**config.mk**
```make
export PLATFORM = sky130hd
export DESIGN_NAME = huffman_code_builder
export DESIGN_NICKNAME = d
export VERILOG_FILES = /design/src/design/hcb_pkg.sv /design/src/design/huffman_code_builder.sv /design/src/design/hcb_front.sv /design/src/design/hcb_back.sv
export SDC_FILE = /design/constraint.sdc
export NUM_CORES = 2
export LEC_CHECK = 0
export BUFFER_PORTS_ARGS = -buffer_cell sky130_fd_sc_hd__buf_4
export CORE_ASPECT_RATIO = 1.75
export CORE_MARGIN = 4
export CORE_UTILIZATION = 52
export CTS_BUF_LIST = sky130_fd_sc_hd__clkbuf_2 sky130_fd_sc_hd__clkbuf_4 sky130_fd_sc_hd__clkbuf_8
export DETAILED_ROUTE_END_ITERATION = 8
export MAX_ROUTING_LAYER = met4
export PLACE_DENSITY = 0.67
export SLEW_MARGIN = 40
export SYNTH_ARGS = -nofsm -noshare
export SYNTH_HDL_FRONTEND = slang
export SYNTH_SLANG_ARGS = --single-unit
```
**constraint.sdc**
```tcl
create_clock -name clk -period 18.5 [get_ports clk]
set_input_delay 3.7 -clock clk [delete_from_list [all_inputs] [get_ports clk]]
set_output_delay 3.7 -clock clk [all_outputs]
set_load 0.03 [all_outputs]
```
**src/design/hcb_pkg.sv**
```systemverilog
// ----------------------------------------------------------------------------
// hcb_pkg: shared types and constants of the Huffman code builder
// Item structs, sizing constants and the back end state encoding.
// ----------------------------------------------------------------------------
package hcb_pkg;

  localparam int MAX_SYMBOLS_DEF = 16;
  localparam int WEIGHT_W        = 28;
  localparam int FREQ_W          = 24;
  localparam int CODE_W          = 15;
  localparam int LEN_W           = 4;
  localparam int DEPTH_MAX       = 15;

  typedef struct packed {
    logic [7:0]        symbol;
    logic [FREQ_W-1:0] frequency;
    logic              last_symbol;
  } hcb_in_t;

  typedef struct packed {
    logic [7:0]        out_symbol;
    logic [CODE_W-1:0] code_bits;
    logic [LEN_W-1:0]  code_length;
    logic              last_code;
  } hcb_out_t;

  // Entry handed from the front end to the back end
  typedef struct packed {
    logic [7:0]        symbol;
    logic [FREQ_W-1:0] frequency;
    logic              store;
    logic              close;
  } hcb_cmd_t;

  typedef enum logic [2:0] {
    ST_LOAD,
    ST_SCAN,
    ST_MERGE,
    ST_ROOT,
    ST_POP,
    ST_EMIT
  } hcb_state_t;

endpackage

```
**src/design/huffman_code_builder.sv**
```systemverilog
// A non-closing item passes the command queue and is stored in ST_LOAD; a
// closing item starts a build with one slot scan per merge, then a tree walk
// that emits one code per leaf. Pairs load one per cycle while the queue has
// room and the back end is in ST_LOAD; one set is built at a time.
// Reset: synchronous active low; clears the queue, set count and live slots.
// ----------------------------------------------------------------------------
// huffman_code_builder: top level
// Front classifier, command queue and build/walk back end.
// ----------------------------------------------------------------------------
module huffman_code_builder
  import hcb_pkg::*;
#(
  parameter int MAX_SYMBOLS = MAX_SYMBOLS_DEF
) (
  input  logic     clk,
  input  logic     rst_n,
  input  logic     in_valid,
  output logic     in_stall,
  input  hcb_in_t  in_data,
  output logic     out_valid,
  input  logic     out_stall,
  output hcb_out_t out_data
);

  logic     cmd_valid, cmd_pop;
  hcb_cmd_t cmd_data;

  hcb_front #(.MAX_SYMBOLS(MAX_SYMBOLS)) u_front (
    .clk, .rst_n, .in_valid, .in_stall, .in_data,
    .cmd_valid, .cmd_pop, .cmd_data
  );

  hcb_back #(.MAX_SYMBOLS(MAX_SYMBOLS)) u_back (
    .clk, .rst_n, .cmd_valid, .cmd_pop, .cmd_data,
    .out_valid, .out_stall, .out_data
  );

endmodule

```
**src/design/hcb_front.sv**
```systemverilog
// ----------------------------------------------------------------------------
// hcb_front: input classifier
// Counts pairs of the open set, marks pairs over the bound as dropped and
// pushes commands into a two-entry queue toward the back end.
// ----------------------------------------------------------------------------
module hcb_front
  import hcb_pkg::*;
#(
  parameter int MAX_SYMBOLS = MAX_SYMBOLS_DEF
) (
  input  logic     clk,
  input  logic     rst_n,
  input  logic     in_valid,
  output logic     in_stall,
  input  hcb_in_t  in_data,
  output logic     cmd_valid,
  input  logic     cmd_pop,
  output hcb_cmd_t cmd_data
);

  localparam int CW = $clog2(MAX_SYMBOLS + 1);

  logic [CW-1:0] count_r, count_nxt;
  hcb_cmd_t      q_r [2];
  logic          rd_r, wr_r;
  logic [1:0]    fill_r;
  logic          push;
  hcb_cmd_t      cmd_new;

  assign in_stall  = (fill_r == 2'd2);
  assign push      = in_valid && !in_stall;
  assign cmd_valid = (fill_r != 2'd0);
  assign cmd_data  = q_r[rd_r];

  // Classify: store while the set has room, close on last
  always_comb begin
    cmd_new.symbol    = in_data.symbol;
    cmd_new.frequency = in_data.frequency;
    cmd_new.store     = (count_r < CW'(MAX_SYMBOLS));
    cmd_new.close     = in_data.last_symbol;
    count_nxt         = count_r;
    if (push) begin
      if (in_data.last_symbol) begin
        count_nxt = '0;
      end else if (cmd_new.store) begin
        count_nxt = count_r + 1'b1;
      end
    end
  end

  // Queue pointers
  always_ff @(posedge clk) begin
    if (!rst_n) begin
      count_r <= '0;
      rd_r    <= 1'b0;
      wr_r    <= 1'b0;
      fill_r  <= '0;
    end else begin
      count_r <= count_nxt;
      if (push) wr_r <= ~wr_r;
      if (cmd_pop) rd_r <= ~rd_r;
      fill_r <= fill_r + {1'b0, push} - {1'b0, cmd_pop};
    end
  end

  always_ff @(posedge clk) begin
    if (push) q_r[wr_r] <= cmd_new;
  end

endmodule

```
**src/design/hcb_back.sv**
```systemverilog
// ----------------------------------------------------------------------------
// hcb_back: tree build and code walk
// Stores pairs, merges the two lightest live slots one scan per merge, then
// walks the tree with an explicit stack and emits one code per leaf.
// ----------------------------------------------------------------------------
module hcb_back
  import hcb_pkg::*;
#(
  parameter int MAX_SYMBOLS = MAX_SYMBOLS_DEF
) (
  input  logic     clk,
  input  logic     rst_n,
  input  logic     cmd_valid,
  output logic     cmd_pop,
  input  hcb_cmd_t cmd_data,
  output logic     out_valid,
  input  logic     out_stall,
  output hcb_out_t out_data
);

  localparam int NODES = 2 * MAX_SYMBOLS;
  localparam int NW    = $clog2(NODES);
  localparam int SW    = $clog2(MAX_SYMBOLS);
  localparam int CW    = $clog2(MAX_SYMBOLS + 1);
  localparam int PW    = $clog2(NODES + 1);

  hcb_state_t state_r, state_nxt;

  // Node tables
  logic [WEIGHT_W-1:0] weight_r [NODES];
  logic [NW-1:0]       left_r   [NODES];
  logic [NW-1:0]       right_r  [NODES];
  logic [7:0]          leafsym_r[MAX_SYMBOLS];
  logic [NW-1:0]       slot_r   [MAX_SYMBOLS];
  logic [MAX_SYMBOLS-1:0] live_r;

  // Walk stack
  logic [NW-1:0]       stk_node_r [NODES];
  logic [CODE_W-1:0]   stk_code_r [NODES];
  logic [LEN_W-1:0]    stk_len_r  [NODES];
  logic [PW-1:0]       sp_r;

  logic [CW-1:0]       n_r, live_cnt_r;
  logic [NW-1:0]       next_r;
  logic [CW-1:0]       scan_r;
  logic                a_ok_r, b_ok_r;
  logic [SW-1:0]       a_r, b_r;
  logic [WEIGHT_W-1:0] wa_r, wb_r;
  logic [NW-1:0]       cur_node_r;
  logic [CODE_W-1:0]   cur_code_r;
  logic [LEN_W-1:0]    cur_len_r;
  hcb_out_t            obuf_r;
  logic                ovalid_r;

  logic [WEIGHT_W-1:0] w_scan;
  logic                out_free;

  assign out_free  = !ovalid_r || !out_stall;
  assign out_valid = ovalid_r;
  assign out_data  = obuf_r;
  assign w_scan    = weight_r[slot_r[scan_r[SW-1:0]]];
  assign cmd_pop   = (state_r == ST_LOAD) && cmd_valid;

  // Next state
  always_comb begin
    state_nxt = state_r;
    case (state_r)
      ST_LOAD:  if (cmd_valid && cmd_data.close) state_nxt = ST_SCAN;
      ST_SCAN: begin
        if (live_cnt_r < 2) state_nxt = ST_ROOT;
        else if (scan_r == n_r) state_nxt = ST_MERGE;
      end
      ST_MERGE: state_nxt = ST_SCAN;
      ST_ROOT: begin
        if (scan_r == n_r) state_nxt = ST_LOAD;
        else if (live_r[scan_r[SW-1:0]]) state_nxt = ST_POP;
      end
      ST_POP:   if (sp_r == '0) state_nxt = ST_LOAD;
                else state_nxt = ST_EMIT;
      ST_EMIT:  if (cur_node_r >= NW'(n_r) || out_free) state_nxt = ST_POP;
      default:  state_nxt = ST_LOAD;
    endcase
  end

  always_ff @(posedge clk) begin
    if (!rst_n) begin
      state_r  <= ST_LOAD;
      live_r   <= '0;
      n_r      <= '0;
      ovalid_r <= 1'b0;
      sp_r     <= '0;
    end else begin
      state_r <= state_nxt;
      if (ovalid_r && !out_stall) ovalid_r <= 1'b0;
      case (state_r)
        ST_LOAD: begin
          if (cmd_valid) begin
            if (cmd_data.store) begin
              live_r[n_r[SW-1:0]] <= 1'b1;
              n_r <= n_r + 1'b1;
            end
          end
        end
        ST_ROOT: begin
          if (scan_r != n_r && live_r[scan_r[SW-1:0]]) sp_r <= PW'(1);
        end
        ST_POP: begin
          if (sp_r == '0) begin
            live_r <= '0;
            n_r    <= '0;
          end else begin
            sp_r <= sp_r - 1'b1;
          end
        end
        ST_MERGE: live_r[b_r] <= 1'b0;
        ST_EMIT: begin
          if (cur_node_r < NW'(n_r)) begin
            if (out_free) begin
              ovalid_r <= 1'b1;
            end
          end else if (PW'(sp_r) + PW'(2) <= PW'(NODES)) begin
            sp_r <= sp_r + PW'(2);
          end
        end
        default: ;
      endcase
    end
  end

  // Datapath
  always_ff @(posedge clk) begin
    case (state_r)
      ST_LOAD: begin
        scan_r     <= '0;
        a_ok_r     <= 1'b0;
        b_ok_r     <= 1'b0;
        live_cnt_r <= n_r + CW'(cmd_data.store);
        next_r     <= NW'(n_r) + NW'(cmd_data.store);
        if (cmd_valid && cmd_data.store) begin
          weight_r[NW'(n_r)]      <= WEIGHT_W'(cmd_data.frequency);
          slot_r[n_r[SW-1:0]]     <= NW'(n_r);
          leafsym_r[n_r[SW-1:0]]  <= cmd_data.symbol;
        end
      end
      ST_SCAN: begin
        if (live_cnt_r < 2) begin
          scan_r <= '0;
        end else if (scan_r != n_r) begin
          scan_r <= scan_r + 1'b1;
          if (live_r[scan_r[SW-1:0]]) begin
            if (!a_ok_r || w_scan < wa_r) begin
              b_r <= a_r; wb_r <= wa_r; b_ok_r <= a_ok_r;
              a_r <= scan_r[SW-1:0]; wa_r <= w_scan; a_ok_r <= 1'b1;
            end else if (!b_ok_r || w_scan < wb_r) begin
              b_r <= scan_r[SW-1:0]; wb_r <= w_scan; b_ok_r <= 1'b1;
            end
          end
        end
      end
      ST_MERGE: begin
        weight_r[next_r] <= wa_r + wb_r;
        left_r[next_r]   <= slot_r[a_r];
        right_r[next_r]  <= slot_r[b_r];
        slot_r[a_r]      <= next_r;
        next_r           <= next_r + 1'b1;
        live_cnt_r       <= live_cnt_r - 1'b1;
        scan_r           <= '0;
        a_ok_r           <= 1'b0;
        b_ok_r           <= 1'b0;
      end
      ST_ROOT: begin
        if (scan_r != n_r) begin
          if (live_r[scan_r[SW-1:0]]) begin
            stk_node_r[0] <= slot_r[scan_r[SW-1:0]];
            stk_code_r[0] <= '0;
            stk_len_r[0]  <= '0;
          end else begin
            scan_r <= scan_r + 1'b1;
          end
        end
      end
      ST_POP: begin
        if (sp_r != '0) begin
          cur_node_r <= stk_node_r[sp_r[NW-1:0] - 1'b1];
          cur_code_r <= stk_code_r[sp_r[NW-1:0] - 1'b1];
          cur_len_r  <= stk_len_r[sp_r[NW-1:0] - 1'b1];
        end
      end
      ST_EMIT: begin
        if (cur_node_r < NW'(n_r)) begin
          if (out_free) begin
            obuf_r.out_symbol  <= leafsym_r[cur_node_r[SW-1:0]];
            obuf_r.code_bits   <= cur_code_r;
            obuf_r.code_length <= cur_len_r;
            obuf_r.last_code   <= (sp_r == '0);
          end
        end else if (PW'(sp_r) + PW'(2) <= PW'(NODES)) begin
          stk_node_r[sp_r[NW-1:0]]        <= right_r[cur_node_r];
          stk_code_r[sp_r[NW-1:0]]        <= {cur_code_r[CODE_W-2:0], 1'b1};
          stk_len_r[sp_r[NW-1:0]]         <= (cur_len_r == LEN_W'(DEPTH_MAX)) ?
                                             cur_len_r : cur_len_r + 1'b1;
          stk_node_r[sp_r[NW-1:0] + 1'b1] <= left_r[cur_node_r];
          stk_code_r[sp_r[NW-1:0] + 1'b1] <= {cur_code_r[CODE_W-2:0], 1'b0};
          stk_len_r[sp_r[NW-1:0] + 1'b1]  <= (cur_len_r == LEN_W'(DEPTH_MAX)) ?
                                             cur_len_r : cur_len_r + 1'b1;
        end
      end
      default: ;
    endcase
  end

endmodule

```
==> flow_summary.ini <==
[clock_network]
cts_buffer_depth = 4
ctsHtreeMaxLevel = 5
clock_sinks = 2446
tritoncts = yes
clk_pin_slew_worst_paths_ps = 70
cts_buffers = 350
clkLatencyLatePin_ps = 980
post-cts-setup-buffers = 0
ctsResizeCount = 0
holdBufCountCts = 0
root_buffer = clkbuf_8

[timing]
tns_ps = 0
drv_slew = 0
hold_violations = 0
post-route-period-util_pct = 44.1
fmax_ghz = 0.122
worst_pin_slew_ps = 918
rsz0062_at_grt = no
slew_headroom_pct = 38.5
setup_viol = 0
min_period_ps = 8170
skew_ps = 79.6

[logic_synthesis]
yosysTopAreaCellShare_pct = 67.7
yosysTopAreaCell = edfxtp_1
synth.most_common_cell = edfxtp_1
synth_area_um2 = 105000
synthArstFlopShare_pct = 0
syn-num-nets = 7103
synth_common_cells = edfxtp_1 (2,361), nand2_1 (1,061), nor2_1 (693)
synth_area_leaders = edfxtp_1 (68%), mux4_2 (9.8%), nand2_1 (3.8%)
ys_seq_elements = 2446
syn_inst = 6953
ys.flop_type = edfxtp_1
syn_avg_cell_area_um2 = 15.1
yosys_warnings = 0
synth_edf_count = 2361
synth_cell_types = 69
synth.yosys.seq_area_share_pct = 69.3

[route]
first_pass_iters = 6
routedWlPerCell_um = 27.5
drt-initial-drc-count = 5253
drt-total-wl_um = 274000
drc = 0
via_count = 61500
postRouteAntennaNets = 0
vias_per_cell = 6.17

[outcome]
status = completed

[global_routing]
grt_max_degree = 172
grt_pass1_wl_um = 406000
overflow = 0
grt_use_total_pct = 26.7
grt_pass1_vias = 63300
antenna_found_initial = 6

[critical_path]
end_kind = flop
crit_path_end = u_back.wb_r[6]
cp_slowest_cell = dfxtp_1
start_kind = flop
criticalPathCategory = reg -> reg
r2r_slack_ps = 10330
critPathTopFamily = compound AO/OA/AOI/OAI gates
critPathArrivalTime_ps = 8750
cpPeakStageDelay_ps = 830
rr_worst_depth = 25
critPathBufInv = 5
reg2reg_to = u_back.wb_r[6]
crit_required_ps = 19080
cpMostUsedCell = a21o_1
cp.depth = 25
path_max_fanout = 85

[placement]
detailed_place_hpwl_um = 173000
portBuffers = 66
post-place-cells = 9330
gp_congestion = 0.903

[layout]
seq_area_um2 = 72600
stdcell_count = 9957
n_fill_cell = 15200
multiInputGateArea_um2 = 31200
nets = 7207
drive_gt1_share_pct = 21.0
final_util_pct = 58.1
area_delta_synth_final_pct = 11.0

[pwr]
ir_worst_vdd_mv = 0.120
intPower_w = 0.0104
combPwrFrac_pct = 30.7
p_switching_w = 0.00541
switching_share_pct = 34.3
leakagePower_nw = 38.5
p_seq_share_pct = 42.8
p_clk_share_pct = 26.5
pwr_density_cell_nw_per_um2 = 136

[floorplan]
rows = 217
fp.dieW_um = 347
floorplan.initialDensity_pct = 52.3
dieArea_um2 = 209000
die_y_um = 602
pin_count = 67
core_area_um2 = 200000

[hold_path]
hold_path_class = reg -> reg

[job]
drv_cap = 0
power by group through the flow:
stage          logic (W)  clock network, W  registers [W]
2_1_floorplan    0.00323                 0        0.00682
3_3_place_gp     0.00462                 0        0.00687
3_5_place_dp     0.00479                 0        0.00687
4_1_cts          0.00480           0.00425        0.00675
5_1_grt          0.00526           0.00450        0.00677
6_report         0.00484           0.00418        0.00676
cell type report:
| cell class | instances | share of cell area [%] |
|---|---|---|
| Antenna cell | 6 | 0.0129 |
| Clock buffer | 465 | 4.95 |
| Clock inverter | 153 | 0.809 |
| Inverter | 98 | 0.316 |
| Multi-Input combinational cell | 3908 | 26.8 |
| Sequential cell | 2446 | 62.5 |
| Tap cell | 2628 | 2.83 |
| Timing Repair Buffer | 253 | 1.84 |
how the worst min path moves through the flow:
| stage | endpoint | slack, ps | depth (start not counted) | startpoint |
|---|---|---|---|---|
| 3_3_place_gp | u_back.out_data[19] | 420 | 0 | u_back.cur_code_r[14] |
| 4_1_cts | u_back.out_data[19] | 420 | 0 | u_back.cur_code_r[14] |
| 2_1_floorplan | u_back.out_data[19] | 400 | 0 | u_back.cur_code_r[14] |
| 5_1_grt | u_back.out_data[19] | 440 | 0 | u_back.cur_code_r[14] |
| 6_report | u_back.out_data[19] | 420 | 0 | u_back.cur_code_r[14] |
| 3_5_place_dp | u_back.out_data[19] | 400 | 0 | u_back.cur_code_r[14] |
metal layers:
metal  global-route usage, %  wire [um]  up-vias
met5                       -          0        -
met4                    13.3      15300        0
met3                    3.77      15700      747
met2                    47.9     150000     2368
met1                    28.8      92700    31600
li1                        -          -    26800
registers in the layout (all words and copies together) (netlist names), 4 cells and up, named ones only:
register / count
u_back.stk_len_r: 128
u_back.live_r: 16
u_back.leafsym_r: 128
u_back.scan_r: 5
u_back.cur_len_r: 4
u_back.slot_r: 80
u_back.wa_r: 28
u_back.stk_code_r: 480
u_front.q_r: 68
u_back.left_r: 160
u_back.wb_r: 28
u_back.sp_r: 6
u_back.weight_r: 896
u_back.live_cnt_r: 5
u_back.n_r: 5
u_back.stk_node_r: 160
u_back.a_r: 4
u_back.out_data: 28
u_back.cur_code_r: 15
u_back.right_r: 160
u_front.count_r: 5
u_back.cur_node_r: 5
u_back.b_r: 4
u_back.next_r: 5
cell families (layout without fill, tap and decap cells):
kind of cell / after synthesis / after routing / share of synthesized area [%]
flops: 2446 / 2446 / 69.3
simple gates: 2235 / 2235 / 9.00
compound gates: 765 / 765 / 5.01
mux: 739 / 739 / 12.6
buf+inv: 599 / 969 / 2.20
fa+ha+maj: 113 / 113 / 1.36
xor+xnor: 56 / 56 / 0.468
other cells: 0 / 6 / 0
layout by cell type (no fill, tap or decap), types with 70 or more instances in the layout:
| master | synthesis | final |
|---|---|---|
| a211oi_1 | 126 | 124 |
| dfxtp_1 | 85 | 79 |
| and3_1 | 206 | 205 |
| buf_4 | 0 | 223 |
| nand2_1 | 1061 | 1048 |
| nor2_1 | 693 | 623 |
| a21oi_1 | 124 | 92 |
| edfxtp_1 | 2361 | 2361 |
| a31oi_1 | 125 | 124 |
| nand3_1 | 89 | 88 |
| mux2i_1 | 208 | 200 |
| clkbuf_4 | 0 | 104 |
| inv_1 | 95 | 95 |
| mux2_2 | 72 | 70 |
| clkinv_1 | 3 | 88 |
| ha_1 | 112 | 110 |
| o21a_1 | 72 | 72 |
| a311oi_1 | 111 | 111 |
| mux4_2 | 457 | 454 |
| clkbuf_8 | 0 | 361 |
metrics by stage:
stage                     cell area (um2)  hold WS, ps  power [W]  worst slack (ps)
after floorplan                    105000          400     0.0101             12200
after global placement             109000          423     0.0115              9990
after detailed placement           109000          405     0.0117              9910
after CTS                          116000          420     0.0158              9870
after global routing               116000          444     0.0165              9900
final                              116000          419     0.0158             10330
Power figures use the tool's default switching activity.
